<file path="src/hdl/bfvc_pkg.sv">
// ----------------------------------------------------------------------------
// bfvc_pkg
// types, constants and gain tables shared by the body-frame velocity command
// ----------------------------------------------------------------------------
package bfvc_pkg;

   localparam int ITERS = 31;
   localparam int DIV_CELLS = 3;
   localparam int DIV_CHUNK = 14;
   localparam int DIV_WIDTH = DIV_CELLS * DIV_CHUNK;

   localparam logic [2:0] MODE_ZERO_LO   = 3'd0;
   localparam logic [2:0] MODE_HOLD      = 3'd1;
   localparam logic [2:0] MODE_POSITION  = 3'd2;
   localparam logic [2:0] MODE_VELOCITY  = 3'd3;
   localparam logic [2:0] MODE_PASS      = 3'd4;
   localparam logic [2:0] MODE_MIX_UP    = 3'd5;
   localparam logic [2:0] MODE_MIX_DOWN  = 3'd6;
   localparam logic [2:0] MODE_ZERO_HI   = 3'd7;

   localparam logic signed [33:0] COS_GAIN_Q30 = 34'sd652032874;
   localparam logic signed [31:0] PI_Q29 = 32'sd1686629713;
   localparam logic [16:0] RECIP_FIVE = 17'd52429;

   typedef enum logic [1:0] {KFF_ZERO, KFF_PLUS, KFF_MINUS} kff_type;
   typedef enum logic [1:0] {KP_ZERO, KP_FIFTH, KP_ONE} kp_type;

   typedef struct packed {
      logic        [2:0]  mode;
      logic signed [31:0] vel_x;
      logic signed [31:0] vel_y;
      logic signed [31:0] vel_z;
      logic        [31:0] hdg_rate;
      logic signed [21:0] err_x;
      logic signed [21:0] err_y;
      logic signed [21:0] err_z;
      logic        [15:0] heading;
      logic               zero_quat;
      logic        [31:0] yaw_turn;
      logic        [31:0] cmd_rate;
   } payload_type;

   typedef struct packed {
      logic signed [39:0] x;
      logic signed [39:0] y;
      logic        [31:0] acc;
   } vec_state_type;

   typedef struct packed {
      logic signed [33:0] x;
      logic signed [33:0] y;
      logic        [31:0] a;
   } rot_state_type;

   typedef struct packed {
      logic [DIV_WIDTH-1:0] u;
      logic [2:0]           rem;
   } div_state_type;

   function automatic logic [31:0] atan_turn(input int step);
      logic [31:0] r;
      unique case (step)
         0:  r = 32'h20000000;  1: r = 32'h12E4051E;  2: r = 32'h09FB385B;
         3:  r = 32'h051111D4;  4: r = 32'h028B0D43;  5: r = 32'h0145D7E1;
         6:  r = 32'h00A2F61E;  7: r = 32'h00517C55;  8: r = 32'h0028BE53;
         9:  r = 32'h00145F2F; 10: r = 32'h000A2F98; 11: r = 32'h000517CC;
         12: r = 32'h00028BE6; 13: r = 32'h000145F3; 14: r = 32'h0000A2FA;
         15: r = 32'h0000517D; 16: r = 32'h000028BE; 17: r = 32'h0000145F;
         18: r = 32'h00000A30; 19: r = 32'h00000518; 20: r = 32'h0000028C;
         21: r = 32'h00000146; 22: r = 32'h000000A3; 23: r = 32'h00000051;
         24: r = 32'h00000029; 25: r = 32'h00000014; 26: r = 32'h0000000A;
         27: r = 32'h00000005; 28: r = 32'h00000003; 29: r = 32'h00000001;
         30: r = 32'h00000001;
         default: r = 32'h00000000;
      endcase
      return r;
   endfunction

   function automatic kff_type gain_kff(input logic [2:0] mode, input int axis);
      kff_type r;
      unique case (mode)
         MODE_VELOCITY, MODE_PASS: r = KFF_PLUS;
         MODE_MIX_UP:   r = (axis == 2) ? KFF_PLUS : KFF_ZERO;
         MODE_MIX_DOWN: r = (axis == 2) ? KFF_MINUS : KFF_ZERO;
         default:       r = KFF_ZERO;
      endcase
      return r;
   endfunction

   function automatic kp_type gain_kp(input logic [2:0] mode, input int axis);
      kp_type r;
      unique case (mode)
         MODE_POSITION:              r = KP_ONE;
         MODE_MIX_UP, MODE_MIX_DOWN: r = (axis == 2) ? KP_ZERO : KP_FIFTH;
         default:                    r = KP_ZERO;
      endcase
      return r;
   endfunction

   function automatic logic gain_kyaw(input logic [2:0] mode);
      logic r;
      unique case (mode)
         MODE_POSITION, MODE_VELOCITY, MODE_MIX_UP, MODE_MIX_DOWN: r = 1'b1;
         default: r = 1'b0;
      endcase
      return r;
   endfunction

endpackage

</file>
<file path="src/hdl/bfvc_div_cell.sv">
// ----------------------------------------------------------------------------
// bfvc_div_cell
// one chunk of a long division by five, most significant chunk first
// ----------------------------------------------------------------------------
module bfvc_div_cell import bfvc_pkg::*; #(
   parameter int CHUNK = 0
) (
   input  logic          clock,
   input  div_state_type div_in,
   output div_state_type div_out
);

   div_state_type      state_ff;
   div_state_type      state_in;
   logic [16:0]        num;
   logic [33:0]        scaled;
   logic [15:0]        quot;
   logic [16:0]        back;

   always_comb begin
      num      = {div_in.rem, div_in.u[CHUNK*DIV_CHUNK +: DIV_CHUNK]};
      scaled   = 34'(num) * 34'(RECIP_FIVE);
      quot     = scaled[33:18];
      back     = num - ((17'(quot) << 2) + 17'(quot));
      state_in = div_in;
      state_in.u[CHUNK*DIV_CHUNK +: DIV_CHUNK] = quot[DIV_CHUNK-1:0];
      state_in.rem = back[2:0];
   end

   always_ff @(posedge clock) begin
      state_ff <= state_in;
   end

   assign div_out = state_ff;

endmodule

</file>
<file path="config.mk">
export PLATFORM = sky130hd
export DESIGN_NAME = bfvc_div_cell
export DESIGN_NICKNAME = d
export VERILOG_FILES = /design/src/hdl/bfvc_pkg.sv /design/src/hdl/bfvc_div_cell.sv
export SDC_FILE = /design/constraint.sdc
export NUM_CORES = 1
export LEC_CHECK = 0
export BUFFER_PORTS_ARGS = -buffer_cell sky130_fd_sc_hd__buf_2
export CORE_MARGIN = 2
export CORE_UTILIZATION = 35
export CTS_CLUSTER_SIZE = 20
export DETAILED_ROUTE_END_ITERATION = 12
export GPL_ROUTABILITY_DRIVEN = 0
export HOLD_SLACK_MARGIN = 0.05
export SYNTH_ARGS = -nofsm -noshare
export SYNTH_HDL_FRONTEND = slang
export SYNTH_SLANG_ARGS = --single-unit
</file>
<file path="constraint.sdc">
create_clock -name clock -period 11.3 [get_ports clock]
set_input_delay 0.565 -clock clock [delete_from_list [all_inputs] [get_ports clock]]
set_output_delay 0.565 -clock clock [all_outputs]
set_load 0.005 [all_outputs]
</file>
# Word level (Yosys, flattened, before mapping)
# Index checks and enable logic that the tools add are counted.
[word_totals] elab_cells=5 register_bits=45 inputBits=46 output_inout_bits=45
[classes] mul=1 n_addsub=2
[op_table] operator="$mul A17 B16 Y32 const B" n=1
[op_table] operator="$add A3 B3 Y3" n=1
[op_table] operator="$sub A3 B3 Y3" n=1

# Longest topological paths before layout
[logic_depth] depth_word=3 mapped_depth=21 depth_no_buf=21

# Worst setup path after synthesis
# OpenSTA, ideal clock, no wires.
[synth_path] path_kind="input port to flip-flop" from="in div_in[4] in the netlist's numbering" to="reg state_ff, in the netlist div_out[2]" setup_slack_ns=5.629 t_arrival_ns=5.548 path_buffers=0 cell_stages=20 required_ns=11.178 setup_ns=0.122 path_cell_list="ha_1 xor2_1 ha_1 fa_1 fa_1 fa_1 inv_1 fa_1 inv_1 ha_1 o21ai_0 nor2_1 nor3_1 o21ai_1 o21ai_0 xnor2_1 fa_1 xor2_1 xnor2_1 xnor2_1"
[synth_via] elab_chain_cells=3
[synth_rtl] item="from (decl)" line="bfvc_div_cell.sv:9" source="input div_state_type div_in,"
[synth_rtl] item="$mul A17 B16 Y32" line="bfvc_div_cell.sv:22" source="scaled = 34'(num) * 34'(RECIP_FIVE);"
[synth_rtl] item="named net quot[1]" line="bfvc_div_cell.sv:17" source="logic [15:0] quot;"
[synth_rtl] item="$add A3 B3 Y3" line="bfvc_div_cell.sv:24" source="back = num - ((17'(quot) << 2) + 17'(quot));"
[synth_rtl] item="$sub A3 B3 Y3" line="bfvc_div_cell.sv:24"
[synth_rtl] item="named net back[2]" line="bfvc_div_cell.sv:18" source="logic [16:0] back;"
[synth_rtl] item="to (signal assigned)" line="bfvc_div_cell.sv:31" source="state_ff <= state_in;"
[synth_rtl] item="to (decl)" line="bfvc_div_cell.sv:13" source="div_state_type state_ff;"
# The timed path passes the listed nets, and every way through them passes these cells.

# Worst setup path after layout
# Ends and elaborated chain as after synthesis.

==> metrics.txt <==
total CTS buffers=5; first drt pass iteration count=4; post-synthesis cell area=0.005738 mm²; H-tree depth=2; Area Overhead vs Synth=15.63%; worst path arrival time=roughly 6 ns; Synth Net Count=823; violation count after the first detailed-routing iteration=approximately 150; WHS=roughly 0.38 ns; Top FF cell, synth=dfxtp_1; Crit Path Max Fanout=6; top cells by area, synth=fa_1 31%, ha_1 28%, dfxtp_1 16%; gr usage total=0.1535; #FFs+latches synth=45; outcome=complete, no violations; initial antenna violation count=0; Yosys Warn Count=0; clk slew on worst S/H paths=approximately 0.060 ns; Final TNS setup=0 ns; Max Freq=roughly 170 MHz; Die Ht=around 130 µm; number of vias per cell=roughly 4.5; sequential fraction of the synthesis area=0.1570; max reg flops=45; core footprint=0.01594 mm²; Netlist cell types=37; Tmin final=~6 ns; clk buf depth=2; post-synth top area share=0.3070; clock sink count=45; largest net degree at the start of global routing=15; Final Hold Viols=0; setup bufs post-CTS=0; ant diodes=0; DRC errors left=0; via count=around 3900; hold buffer count at cts=0; Mean Syn Cell Area=slightly above 10 µm²; Startpoint Class=input pin; vias in the first global route=approximately 4300; I/O Buffers=90; fin. max-slew vios=0; Max-Cap Viols=0; Core Util, Final=0.4162; Crit Path Class=in2reg; Syn Inst Count=559; Setup crit end kind=flop; Die W=approximately 130 µm; # rows=46; Post-Layout Inst Area=~0.0066 mm²; WL final=around 13000 µm; Least-Margin Pin Slew=0.4561 ns; gr ovfl total=0; FFs w/ async S/R, synth=0; CTS tree=built; number of synthesized flops with an enable pin=0; Post-DP Area=between 0.006 and 0.007 mm²; share of cells above drive strength 1=0.1613; routed len/inst=14.69 µm; FILL cells=~1600; DP HPWL=~12000 µm; CTS resizes=0; dominant cell type by area after synthesis=fa_1; num ports=91; Setup violations, final=0; final worst path period share=0.5258; class of the worst hold path=in2reg; CTS Root Cell=clkbuf_16; RSZ-0062 raised after global routing=no; CP Data Required Time=around 11 ns; first-pass GRT wire length=roughly 21000 µm; Slew HR=0.6945; DIE AREA=about 0.017 mm²; nets=a little over 900; Initial Utilization=0.3599; post-route ant nets=0
kinds of logic (layout without fill, tap and decap cells):
| group | count (synthesis) | count (layout) | synth area share |
|---|---|---|---|
| XOR/XNOR | 24 | 24 | 0.03663 |
| flip-flops | 45 | 45 | 0.1570 |
| buffers and inverters | 185 | 283 | 0.1210 |
| AND/OR/NAND/NOR | 30 | 30 | 0.02442 |
| AO/OA/AOI/OAI | 57 | 57 | 0.07044 |
| adder cells (fa/ha/maj) | 218 | 218 | 0.5905 |
critical path: stages:
cell and delay (ns):
buf_2 0.16, ha_1 0.37, xor2_1 0.17, ha_1 0.32, fa_1 0.52, fa_1 0.53
fa_1 0.55, inv_1 0.05, fa_1 0.53, inv_1 0.04, ha_1 0.31, o21ai_0 0.28
nor2_1 0.09, nor3_1 0.28, o21ai_1 0.21, o21ai_0 0.14, xnor2_1 0.13, fa_1 0.41
xor2_1 0.16, xnor2_1 0.14, xnor2_1 0.13
path summary, 6_finish.rpt:
kind,start,end,depth (start not counted)
min,div_in[18],div_out[18]$_DFF_P_,1
max,div_in[4],div_out[2]$_DFF_P_,21
synthesized netlist by cell type, drive strengths merged, types with 3 or more instances:
master	count
a211oi	3
a21o	7
a21oi	16
dfxtp	45
fa	88
ha	130
inv	185
nand2	6
nand3	5
nor2	10
o211ai	4
o21ai	13
xnor2	14
xor2	10
through the flow:
stage	instances	worst slack (ns)
6_report	873	5.358
5_1_grt	873	5.039
4_1_cts	873	5.380
3_5_place_dp	865	5.082
3_3_place_gp	865	5.265
2_1_floorplan	559	5.629
layer usage:
layer  GRT usage  vias to the layer above  part of all wire
li1            -                     1918                 -
met1      0.1901                     1874              0.43
met2      0.2619                      108              0.48
met3     0.02461                       34             0.045
met4     0.07186                        0             0.044
met5           0                        -                 0
cell type report:
class                   count  area (µm²)  share of cell area
flip-flops and latches     45       900.9              0.1358
clock buffers               6       138.9             0.02093
well taps                 216       270.3             0.04073
repair buffers             90       450.4             0.06789
clock inverters             2       37.54            0.005657
inverters                 185       694.4              0.1047
multi-input cells         329        4143              0.6244
cells in the final DEF, fill, tap and decap left out, drive strengths merged, types with 2 or more instances in the layout:
cell,n
inv,185
ha,130
buf,90
fa,88
dfxtp,45
a21oi,16
xnor2,14
o21ai,13
xor2,10
nor2,10
a21o,7
nand2,6
clkbuf,6
nand3,5
o211ai,4
a211oi,3
nor3,2
o21bai,2
nand2b,2
o21a,2
Power is left out: the tool's default activity adds up to more than one toggle a clock period on the data nets, which glitch-free logic cannot reach.
