==> src/hdl/bfvc_pkg.sv <==
// ----------------------------------------------------------------------------
// bfvc_pkg
// types, constants and gain tables shared by the body-frame velocity command
// ----------------------------------------------------------------------------
package bfvc_pkg;

   localparam int ITERS = 31;
   localparam int DIV_CELLS = 3;
   localparam int DIV_CHUNK = 14;
   localparam int DIV_WIDTH = DIV_CELLS * DIV_CHUNK;

   localparam logic [2:0] MODE_ZERO_LO   = 3'd0;
   localparam logic [2:0] MODE_HOLD      = 3'd1;
   localparam logic [2:0] MODE_POSITION  = 3'd2;
   localparam logic [2:0] MODE_VELOCITY  = 3'd3;
   localparam logic [2:0] MODE_PASS      = 3'd4;
   localparam logic [2:0] MODE_MIX_UP    = 3'd5;
   localparam logic [2:0] MODE_MIX_DOWN  = 3'd6;
   localparam logic [2:0] MODE_ZERO_HI   = 3'd7;

   localparam logic signed [33:0] COS_GAIN_Q30 = 34'sd652032874;
   localparam logic signed [31:0] PI_Q29 = 32'sd1686629713;
   localparam logic [16:0] RECIP_FIVE = 17'd52429;

   typedef enum logic [1:0] {KFF_ZERO, KFF_PLUS, KFF_MINUS} kff_type;
   typedef enum logic [1:0] {KP_ZERO, KP_FIFTH, KP_ONE} kp_type;

   typedef struct packed {
      logic        [2:0]  mode;
      logic signed [31:0] vel_x;
      logic signed [31:0] vel_y;
      logic signed [31:0] vel_z;
      logic        [31:0] hdg_rate;
      logic signed [21:0] err_x;
      logic signed [21:0] err_y;
      logic signed [21:0] err_z;
      logic        [15:0] heading;
      logic               zero_quat;
      logic        [31:0] yaw_turn;
      logic        [31:0] cmd_rate;
   } payload_type;

   typedef struct packed {
      logic signed [39:0] x;
      logic signed [39:0] y;
      logic        [31:0] acc;
   } vec_state_type;

   typedef struct packed {
      logic signed [33:0] x;
      logic signed [33:0] y;
      logic        [31:0] a;
   } rot_state_type;

   typedef struct packed {
      logic [DIV_WIDTH-1:0] u;
      logic [2:0]           rem;
   } div_state_type;

   function automatic logic [31:0] atan_turn(input int step);
      logic [31:0] r;
      unique case (step)
         0:  r = 32'h20000000;  1: r = 32'h12E4051E;  2: r = 32'h09FB385B;
         3:  r = 32'h051111D4;  4: r = 32'h028B0D43;  5: r = 32'h0145D7E1;
         6:  r = 32'h00A2F61E;  7: r = 32'h00517C55;  8: r = 32'h0028BE53;
         9:  r = 32'h00145F2F; 10: r = 32'h000A2F98; 11: r = 32'h000517CC;
         12: r = 32'h00028BE6; 13: r = 32'h000145F3; 14: r = 32'h0000A2FA;
         15: r = 32'h0000517D; 16: r = 32'h000028BE; 17: r = 32'h0000145F;
         18: r = 32'h00000A30; 19: r = 32'h00000518; 20: r = 32'h0000028C;
         21: r = 32'h00000146; 22: r = 32'h000000A3; 23: r = 32'h00000051;
         24: r = 32'h00000029; 25: r = 32'h00000014; 26: r = 32'h0000000A;
         27: r = 32'h00000005; 28: r = 32'h00000003; 29: r = 32'h00000001;
         30: r = 32'h00000001;
         default: r = 32'h00000000;
      endcase
      return r;
   endfunction

   function automatic kff_type gain_kff(input logic [2:0] mode, input int axis);
      kff_type r;
      unique case (mode)
         MODE_VELOCITY, MODE_PASS: r = KFF_PLUS;
         MODE_MIX_UP:   r = (axis == 2) ? KFF_PLUS : KFF_ZERO;
         MODE_MIX_DOWN: r = (axis == 2) ? KFF_MINUS : KFF_ZERO;
         default:       r = KFF_ZERO;
      endcase
      return r;
   endfunction

   function automatic kp_type gain_kp(input logic [2:0] mode, input int axis);
      kp_type r;
      unique case (mode)
         MODE_POSITION:              r = KP_ONE;
         MODE_MIX_UP, MODE_MIX_DOWN: r = (axis == 2) ? KP_ZERO : KP_FIFTH;
         default:                    r = KP_ZERO;
      endcase
      return r;
   endfunction

   function automatic logic gain_kyaw(input logic [2:0] mode);
      logic r;
      unique case (mode)
         MODE_POSITION, MODE_VELOCITY, MODE_MIX_UP, MODE_MIX_DOWN: r = 1'b1;
         default: r = 1'b0;
      endcase
      return r;
   endfunction

endpackage

==> src/hdl/bfvc_rot_cell.sv <==
// ----------------------------------------------------------------------------
// bfvc_rot_cell
// one rotation step of the cos/sin chain, registered
// ----------------------------------------------------------------------------
module bfvc_rot_cell import bfvc_pkg::*; #(
   parameter int STEP = 0
) (
   input  logic          clock,
   input  rot_state_type rot_in,
   output rot_state_type rot_out
);

   rot_state_type state_ff;
   rot_state_type state_in;

   always_comb begin
      if (!rot_in.a[31]) begin
         state_in.x = rot_in.x - (rot_in.y >>> STEP);
         state_in.y = rot_in.y + (rot_in.x >>> STEP);
         state_in.a = rot_in.a - atan_turn(STEP);
      end else begin
         state_in.x = rot_in.x + (rot_in.y >>> STEP);
         state_in.y = rot_in.y - (rot_in.x >>> STEP);
         state_in.a = rot_in.a + atan_turn(STEP);
      end
   end

   always_ff @(posedge clock) begin
      state_ff <= state_in;
   end

   assign rot_out = state_ff;

endmodule

==> config.mk <==
export PLATFORM = sky130hd
export DESIGN_NAME = bfvc_rot_cell
export DESIGN_NICKNAME = d
export VERILOG_FILES = /design/src/hdl/bfvc_pkg.sv /design/src/hdl/bfvc_rot_cell.sv
export SDC_FILE = /design/constraint.sdc
export NUM_CORES = 1
export LEC_CHECK = 0
export BUFFER_PORTS_ARGS = -buffer_cell sky130_fd_sc_hd__buf_2
export CORE_ASPECT_RATIO = 1.5
export CORE_MARGIN = 2
export CORE_UTILIZATION = 46
export DETAILED_ROUTE_END_ITERATION = 16
export GPL_TIMING_DRIVEN = 0
export PLACE_DENSITY = 0.69
export RECOVER_POWER = 100
export SLEW_MARGIN = 20
export SYNTH_ARGS = -nofsm -noshare
export SYNTH_HDL_FRONTEND = slang
export SYNTH_SLANG_ARGS = --single-unit
==> constraint.sdc <==
create_clock -name clock -period 6.1 [get_ports clock]
set_clock_uncertainty 0.15 [all_clocks]
set_input_delay 0.61 -clock clock [delete_from_list [all_inputs] [get_ports clock]]
set_output_delay 0.61 -clock clock [all_outputs]
set_load 0.05 [all_outputs]
# After elaboration in Yosys (flattened, before gate mapping)
# Cells that the tools add are included.
dict set report word_totals {
  ff_bits 100
  input_bits 101
  output_inout_bits 100
  word_cells 9
}
dict set report classes {
  add_sub_neg 5
  n_mux 1
}
# op n
set ops {}
lappend ops {{100-bit 2-to-1 mux} 1}
lappend ops {{34-bit subtractor} 2}
lappend ops {{34-bit adder} 1}
lappend ops {{32-bit by 30-bit adder with 32-bit output, second input constant} 1}
lappend ops {{32-bit by 30-bit subtractor with 32-bit output, second input constant} 1}

# Logic depth before layout (Yosys ltp)
# Gate-level depths: netlist (run 1).
dict set report logic_depth {
  ltp_word 2
  ltp_mapped 12
  ltp_nobuf 12
}

# Worst setup path before layout (run 1)
# No wires, ideal clock.
dict set report synth_path {
  path_kind {input -> register}
  startpoint {input port rot_in[41] (netlist bit)}
  endpoint {register state_ff, in the netlist rot_out[98]}
  setup_ns 0.130
  arrival_ns 2.923
  required_time_ns 5.820
  setup_slack_ns 2.897
  path_stages 10
  path_buffers 0
  path_cell_list {inv_1 > ha_1 > or3_4 > a2111oi_4 > o2111ai_1 > and3_1 > o41a_1 > o41ai_2 > a22oi_1 > xor2_1}
}
# item line_no
set synth_lines {}
lappend synth_lines {{from (decl)} bfvc_rot_cell.sv:9} ;# input rot_state_type rot_in,
lappend synth_lines {{to (signal assigned)} bfvc_rot_cell.sv:29} ;# state_ff <= state_in;
lappend synth_lines {{to (decl)} bfvc_rot_cell.sv:13} ;# rot_state_type state_ff;

==> out/qor.csv, run 1 <==
metric,value,unit
yosysSeqAreaShare,25.3,%
grt_max_degree,18,
wl_per_cell,18.9,microns
whs_endpoint,rot_out[11],
synthArstFlopShare,0,%
synth_edf_count,0,
leakage,0.00422,uW
yosysWarnings,0,
ys_ff_latch,99,
dp_hpwl,21700,microns
post_cts_buffers,0,
violations,"max-capacitance violations, max-slew violations",
ant_nets,0,
rows,58,
critPathKind,input pin to flop,
drive_gt1_share,11.0,%
antenna_found_initial,0,
endpoint_kind,flop,
postSynthNetCount,1185,
finalHoldViolCount,0,
path_clk_slew,0.07,ns
clock_tree.root_cell,clkbuf_16,
cpMostUsedCell,o21ai_0,
drcViolationCount,0,
slowest_delay,1.45,ns
die_w,111,microns
cp_top_family,compound AO/OA/AOI/OAI gates,
grt_pass1_vias,7742,
clock.fmax,0.212,GHz
pin_count,201,
slowest_stage,a2111oi_0,
synthCells,981,
synth_common_cells,"a21oi_1 (114), dfxtp_1 (99), ha_1 (99)",
clock_path_buffers,2,
numCtsBuffers,9,
arrival,4.86,ns
rsz0062_at_grt,false,
timing.final.crit_share,77.5,%
critPathMaxFanout,5,
startpoint_type,input pin,
yosysUniqueCellTypes,75,
place.port_buffers,199,
drtIter0Drc,527,
nFillCells,1731,
fp.dieArea,18100,sq um
core_area,16800,sq um
path_buf_inv,1,
cap_violations,2,
viasPerCell,5.65,
layout_min_cycle_time,4.73,ns
outcome,"finished, violations left",
post-route-util,55.0,%
grt_overflow_total,0,
worst_pin_slew,1.76,ns
synth_area_leader_cell,dfxtp_1,
synth-main-ff-cell,dfxtp_1,
n_antenna_cell,0,
vias,7945,
area_growth_syn_to_layout,17.6,%
initial_core_util,46.8,%
hold_depth,1,
synth_area_leaders,"dfxtp_1 (25%), ha_1 (16%), a21oi_1 (7.3%)",
drv_slew,11,
synth_top_area_share,25.3,%
htreeDepth,3,
track_usage,28.5,%
powerDensity,281,nW/um^2
whs,0.199,ns
fin_setup_tns,0,ns
dr.pass1.iters,6,
fp.dieH,164,microns
cts-hold-fix-buffers,0,
grt_pass1_wl,41000,microns
required,6.24,ns
synth_area,7840,sq um
hold_start,rot_in[11],
min_path_type,input pin to flop,
cts_tree,built,
yosysMostFrequentCell,a21oi_1,
max_slew_margin,-20.7,%
largest_reg_flops,99,
gp_congestion,0.954,
ctsResizeCount,0,
finalWirelength,26600,microns
worstPathCellList,clkbuf_1 -> ha_1 -> fa_1 -> nor2b_1 -> o21ai_0 -> a2111oi_0 -> o21ai_0 -> o21ai_1 -> a311o_1 -> a311oi_1 -> mux2i_1 -> xnor2_1,
peakVddDrop,0.202,mV
finalSetupViolCount,0,
syn_area_per_cell,7.99,sq um
cts.sink_count,99,
fin_nets,1395,
layout make-up:
| cell class | count | area, sq um | share of cell area [%] |
|---|---|---|---|
| multi-input combinational | 737 | 5240 | 56.9 |
| timing repair buffer | 199 | 867 | 9.41 |
| buffer | 45 | 204 | 2.21 |
| sequential | 99 | 1980 | 21.5 |
| clock inverter | 5 | 45.0 | 0.489 |
| inverter | 100 | 375 | 4.07 |
| tap | 210 | 263 | 2.85 |
| clock buffer | 10 | 239 | 2.59 |
through the flow:
stage | total power [uW] | setup WS [ns] | instance area (sq um) | std cells
2_1_floorplan | 1720 | 2.90 | 7840 | 981
3_3_place_gp | 2050 | 2.11 | 9100 | 1390
3_5_place_dp | 2060 | 2.17 | 9100 | 1390
4_1_cts | 2620 | 2.48 | 9380 | 1405
5_1_grt | 2710 | 1.20 | 9220 | 1405
6_report | 2590 | 1.37 | 9220 | 1405
how the worst max path moves through the flow:
stage	cells after the start	endpoint	slack (ns)	start
after CTS	12	rot_out[93]	2.48	rot_in[50]
after global placement	12	rot_out[93]	2.11	rot_in[50]
after detailed placement	12	rot_out[93]	2.17	rot_in[50]
after floorplan	10	rot_out[98]	2.90	rot_in[41]
after global routing	12	rot_out[98]	1.20	rot_in[32]
final	12	rot_out[96]	1.37	rot_in[32]
layer usage:
metal  up-vias  global-route usage (%)  routed length, microns
met5         -                       0                       0
met4         0                    15.2                    1420
met3        93                    3.62                    1540
met2       361                    54.4                   13800
met1      3641                    30.4                    9810
li1       3850                       -                       -
cell families after synthesis:
kind of cell             share of synthesized area [%]
multiplexers                                      3.06
AO/OA/AOI/OAI                                     26.1
adder cells (fa/ha/maj)                           16.8
buffers and inverters                             7.39
AND/OR/NAND/NOR                                   14.0
XOR/XNOR                                          7.37
flip-flops                                        25.3
placed cells by master, fill, tap and decap left out, types with 24 or more instances in the layout:
master | synthesis | final
inv_1 | 98 | 98
mux2i_1 | 24 | 24
buf_2 | 4 | 100
xnor2_1 | 59 | 59
nand2_1 | 53 | 53
ha_1 | 99 | 99
dfxtp_1 | 99 | 99
a21oi_1 | 114 | 114
clkbuf_1 | 29 | 134
o21ai_0 | 69 | 72
nor2_1 | 74 | 74
power breakdown:
part           switching, uW  internal [uW]  leakage, uW
logic                    913            312      0.00325
registers               28.8            767     0.000835
clock network            275            293     0.000138
No activity file was read; power rests on OpenSTA's default activity.
==> run 2, diff against run 1 <==
- clock period: 6.1 -> 4.7 ns (I/O delays scaled with it)
==> run 2 against run 1 <==
Compared with the run above:
- the run now ends clean
- hold slack worse by 0.14 ns
- global-route usage unchanged
- sequential share of layout area about the same
- die area did not move
- clock power increased by 30%
- via count increased by 0.37%
- wire length about the same
- largest cell class unchanged
- first-iteration DRC count down 13%
- non-clock buffer count unchanged
- core utilization is 0.10 points higher
- clock-buffer cell count unchanged
==> out/qor.csv, run 2 (synthesis gave the netlist of run 1 again) <==
metric,value,unit,change
area_growth_syn_to_layout,17.8,%,
n_antenna_cell,0,,unchanged
largest_reg_flops,99,,unchanged
wl_met3,1300,microns,-16%
rsz0062_at_grt,false,,
numCtsBuffers,9,,unchanged
clock.fmax,0.262,GHz,
fin_nets,1395,,unchanged
worst_pin_slew,0.987,ns,-0.777 ns
clock_path_buffers,2,,unchanged
core_area,16800,sq um,unchanged
die_w,111,microns,unchanged
p_clk_share,22.0,%,about the same
powerDensity,364,nW/um^2,+30%
grt_overflow_total,0,,unchanged
fin_setup_tns,0,ns,unchanged
gp_congestion,0.954,,unchanged
min_path_type,input pin to flop,,
antenna_found_initial,0,,unchanged
sequentialPowerShare,30.7,%,about the same
routed-wl-met2,13900,microns,+0.51%
finalSetupViolCount,0,,unchanged
pin_count,201,,unchanged
startpoint_type,input pin,,
critPathKind,input pin to flop,,
finalWirelength,26600,microns,about the same
dr.pass1.iters,5,,-1
finalHoldViolCount,0,,unchanged
intPower,1780,uW,+30%
ant_nets,0,,unchanged
cts_tree,built,,
top_layer,met4,,
switching_share,47.1,%,+0.072 points
post-route-util,55.1,%,+0.10 points
path_clk_slew,0.08,ns,about the same
endpoint_kind,flop,,
cts-hold-fix-buffers,0,,unchanged
outcome,completed,,
cts.sink_count,99,,unchanged
viasPerCell,5.68,,+0.37%
timing.final.crit_share,81.2,%,
drtIter0Drc,458,,-13%
dp_hpwl,21700,microns,unchanged
critPathMaxFanout,10,,+5
drt-met1-wl,10000,microns,+2.0%
initial_core_util,46.8,%,unchanged
layout_min_cycle_time,3.81,ns,
ctsResizeCount,0,,unchanged
instances_no_fill,1405,,unchanged
leakage,0.00421,uW,-0.26%
grt_pass1_wl,41000,microns,unchanged
max_slew_margin,34.2,%,+55 points
dpl.cell_count,1390,,unchanged
drcViolationCount,0,,unchanged
fp.dieH,164,microns,unchanged
peakVddDrop,0.262,mV,+30%
drive_gt1_share,10.9,%,-0.17 points
drv_slew,0,,-11
fp.dieArea,18100,sq um,unchanged
pwr-share-comb,47.4,%,about the same
grt_pass1_vias,7742,,unchanged
p_switching,1580,uW,+30%
final_cell_mix,"clkbuf_1 (139), a21oi_1 (114), ha_1 (99), dfxtp_1 (99), inv_1 (98)",,
post_cts_buffers,0,,unchanged
layout_commonest_cell,clkbuf_1,,
clock_tree.root_cell,clkbuf_16,,
htreeDepth,3,,unchanged
wl_per_cell,18.9,microns,about the same
track_usage,28.5,%,unchanged
arrival,3.90,ns,-0.96 ns
rows,58,,unchanged
grt_max_degree,18,,unchanged
cap_violations,0,,-2
vias,7974,,+0.37%
required,4.78,ns,-1.46 ns
place.port_buffers,199,,unchanged
-- run 2: cell count changes in the layout (fill, tap and decap cells not counted), sizes merged --
cell,delta
clkbuf,+5
buf,-5
-- run 2: final cells by class --
type | instances | area (sq um)
plain buffers | 45 | 200
clock buffers | 10 | 239
clock inverters | 5 | 45.0
fillers | 1728 | 7530
inverters | 100 | 375
multi-input cells | 737 | 5270
flip-flops and latches | 99 | 1980
well taps | 210 | 263
repair buffers | 199 | 863
-- run 2: path summary, 6_finish.rpt --
path / to / depth (start not counted) / start / slack [ns]
worst min-delay path: rot_out[11] / 1 / rot_in[11] / 0.06
worst max-delay path: rot_out[93] / 12 / rot_in[50] / 0.89
-- run 2: critical path: stages --
cell and delay [ns]:
clkbuf_1 0.13, inv_1 0.06, ha_1 0.33, clkbuf_1 0.37, nand4_1 0.24, nor3_1 0.60, nand3_1 0.14, o311ai_0 0.64
o21ai_0 0.25, o311ai_0 0.39, nand2_1 0.13, xnor2_1 0.14
-- run 2: metrics by stage --
stage | worst slack, ns | instance area (sq um) | total power, uW | hold slack (ns)
floorplan | 1.64 | 7840 | 2240 | 0.348
global placement | 0.853 | 9100 | 2670 | 0.423
detailed placement | 0.906 | 9100 | 2670 | 0.424
CTS | 1.22 | 9380 | 3410 | 0.0573
global route | 0.538 | 9240 | 3510 | 0.0537
finish | 0.885 | 9240 | 3360 | 0.0597
-- run 2: metal layers --
| layer | up-vias | global-route usage [%] |
|---|---|---|
| met1 | 3706 | 30.4 |
| li1 | 3844 | - |
| met2 | 335 | 54.4 |
| met5 | - | 0 |
| met3 | 89 | 3.62 |
| met4 | 0 | 15.2 |
-- run 2: power by group through the flow --
stage	clock, uW	sequential (uW)	combinational, uW
after global routing	778	1050	1690
final	739	1030	1590
after floorplan	0	1610	628
after global placement	0	1040	1620
after detailed placement	0	1050	1620
after CTS	746	1030	1630
==> run 3, diff against run 2 <==
- ABC_AREA: unset -> 1
- PLACE_DENSITY: 0.69 -> 0.67
- clock period: 4.7 -> 3.8 ns (I/O delays scaled with it)
==> run 3 against run 2 <==
Compared with the run above:
- power up 25%
- global-route usage up 6.6 points
- synthesized area up 21%
- combinational power up 29%
- core utilization up 0.25 points
- sequential cell count unchanged
- largest cell class unchanged
- via count up 40%
- final area up 22%
- first-iteration DRC count up 95%
- critical endpoint is now rot_out[53]
- largest power group unchanged
==> out/qor.csv, run 3 <==
metric,value,unit,change
outcome,completed,,
drcViolationCount,0,,unchanged
ant_nets,0,,unchanged
required,3.92,ns,-0.86 ns
antenna_found_initial,0,,unchanged
intPower,2160,uW,+21%
timing.final.crit_share,73.8,%,
dp_hpwl,32500,microns,+50%
hold_depth,2,,+1
arrival,2.93,ns,-0.97 ns
synth_edf_count,0,,unchanged
n_antenna_cell,0,,unchanged
path_clk_slew,0.09,ns,about the same
post-route-util,55.3,%,+0.25 points
synth_common_cells,"nand2_1 (457), inv_1 (239), nand3_1 (162)",,
track_usage,35.1,%,+6.6 points
synthCells,1583,,+61%
htreeDepth,3,,unchanged
clock_path_buffers,2,,unchanged
fin_setup_tns,0,ns,unchanged
viasPerCell,5.35,,-5.7%
multiInputGateArea,6250,sq um,+19%
critPathKind,input pin to flop,,
final_cell_mix,"nand2_1 (458), inv_1 (240), nand3_1 (164)",,
drv_slew,0,,unchanged
numCtsBuffers,9,,unchanged
initial_core_util,46.6,%,-0.13 points
dr.pass1.iters,6,,+1
synth_top_area_share,20.9,%,-4.4 points
grt_overflow_total,0,,unchanged
max_slew_margin,22.6,%,-12 points
yosysUniqueCellTypes,40,,-47%
min_path_type,input pin to flop,,
drive_gt1_share,10.1,%,-0.75 points
wl_met3,2390,microns,+84%
yosysSeqAreaShare,20.9,%,-4.4 points
fp.dieArea,21800,sq um,+20%
grt_max_degree,21,,+3
setup_slack,0.997,ns,+0.112 ns
core_area,20300,sq um,+21%
layout_commonest_cell,nand2_1,,
yosysWarnings,0,,unchanged
finalWirelength,38900,microns,+47%
p_switching,2060,uW,+30%
drtIter0Drc,893,,+95%
cap_violations,0,,unchanged
rows,64,,+10%
cts.sink_count,99,,unchanged
peakVddDrop,0.223,mV,-15%
fin_nets,2026,,+45%
ctsResizeCount,0,,unchanged
syn_area_per_cell,5.99,sq um,-25%
switching_share,48.9,%,+1.8 points
leakage,0.00598,uW,+42%
p_clk_share,22.4,%,+0.4 points
synthArstFlopShare,0,%,unchanged
synth_area_leaders,"dfxtp_1 (21%), nand2_1 (18%), ha_1 (13%)",,
cts_tree,built,,
largest_reg_flops,99,,unchanged
finalHoldViolCount,0,,unchanged
layout_min_cycle_time,2.80,ns,
worst_pin_slew,1.16,ns,+0.174 ns
powerDensity,375,nW/um^2,+2.9%
whs,0.0521,ns,-0.00757 ns
routed-wl-met2,20000,microns,+44%
seq_area,1980,sq um,unchanged
drt-met1-wl,13600,microns,+36%
fp.dieH,180,microns,+9.8%
pre_cts_slack,1.00,ns,+0.0955 ns
nFillCells,2197,,+27%
postSynthNetCount,1787,,+51%
post_cts_buffers,0,,unchanged
gp_congestion,1.08,,+13%
pwr-share-comb,48.6,%,+1.2 points
hold_start,rot_in[29],,
clock_tree.root_cell,clkbuf_16,,
whs_endpoint,rot_out[29],,
cts-hold-fix-buffers,29,,+29
ys_ff_latch,99,,unchanged
grt_pass1_vias,10700,,+39%
yosysMostFrequentCell,nand2_1,,
synth-main-ff-cell,dfxtp_1,,
instances_no_fill,2091,,+49%
place.port_buffers,199,,unchanged
dpl.cell_count,2046,,+47%
endpoint_kind,flop,,
startpoint_type,input pin,,
pin_count,201,,unchanged
critPathMaxFanout,8,,-2
finalSetupViolCount,0,,unchanged
rsz0062_at_grt,false,,
area_growth_syn_to_layout,18.6,%,
synth_area_leader_cell,dfxtp_1,,
synth_area,9490,sq um,+21%
grt_pass1_wl,57800,microns,+41%
wl_per_cell,18.6,microns,-1.5%
die_w,121,microns,+9.6%
clock.fmax,0.357,GHz,
vias,11200,,+40%
top_layer,met4,,
sequentialPowerShare,29.0,%,-1.7 points
run 3: cell types whose count changed in the layout (fill, tap and decap cells not counted), moves of 16 or more:
cell           delta
nand2_1         +405
nand3_1         +155
inv_1           +142
xnor2_1          -59
nor2_1           +57
dlygate4sd3_1    +29
mux2i_1          -24
buf_4            +22
clkbuf_1         -21
a21o_1           -16
xor2_1           +16
run 3: power groups by stage:
stage | Combinational (uW) | Clock, uW | Sequential [uW]
2_1_floorplan | 910 | 0 | 1780
4_1_cts | 2070 | 959 | 1220
3_5_place_dp | 2040 | 0 | 1240
3_3_place_gp | 2030 | 0 | 1240
6_report | 2050 | 944 | 1220
5_1_grt | 2210 | 998 | 1240
run 3: kinds of logic after synthesis:
| family | Yosys count | share of synthesized area, % |
|---|---|---|
| and+or+nand+nor | 817 | 36.4 |
| buffers and inverters | 298 | 13.0 |
| AOI/OAI and AO/OA | 243 | 13.7 |
| adders and majority gates | 103 | 13.9 |
| DFF | 99 | 20.9 |
| xor gates and xnor gates | 23 | 2.12 |
run 3: final cells by class:
cell class,count,area share [%]
Clock buffer,9,2.00
Sequential cell,99,17.6
Clock inverter,7,0.700
Buffer,47,2.56
Inverter,251,8.37
Tap cell,264,2.93
Timing Repair Buffer,228,10.3
Multi-Input combinational cell,1186,55.6
run 3: how the worst max path moves through the flow:
stage                           from          end  cells after the start
after floorplan           rot_in[66]  rot_out[98]                     13
after global placement    rot_in[36]  rot_out[97]                     13
after detailed placement  rot_in[36]  rot_out[97]                     13
after CTS                 rot_in[36]  rot_out[97]                     13
after global routing      rot_in[34]  rot_out[61]                     13
final                     rot_in[34]  rot_out[53]                     13
run 3: critical path, cell delays in order:
cell and delay (ns):
clkbuf_1 0.12, inv_1 0.06, ha_1 0.26, clkbuf_1 0.36, nand2_1 0.25, nor2_1 0.26, a21oi_1 0.17, o21ai_0 0.60
nand2_1 0.16, nand2_1 0.10, nand2_1 0.05, nand3_1 0.07, nand2_1 0.07
run 3: metal layers:
layer  track usage (%)  vias up
met5                 0        -
met4              24.1        0
met3              3.62      144
met2              65.7      563
met1              35.6     4995
li1                  -     5484
run 3: per-stage QoR:
step / area [sq um] / power (uW)
5_1_grt: 11300 / 4440
3_5_place_dp: 10800 / 3290
6_report: 11300 / 4220
2_1_floorplan: 9490 / 2690
4_1_cts: 11400 / 4250
3_3_place_gp: 10800 / 3270
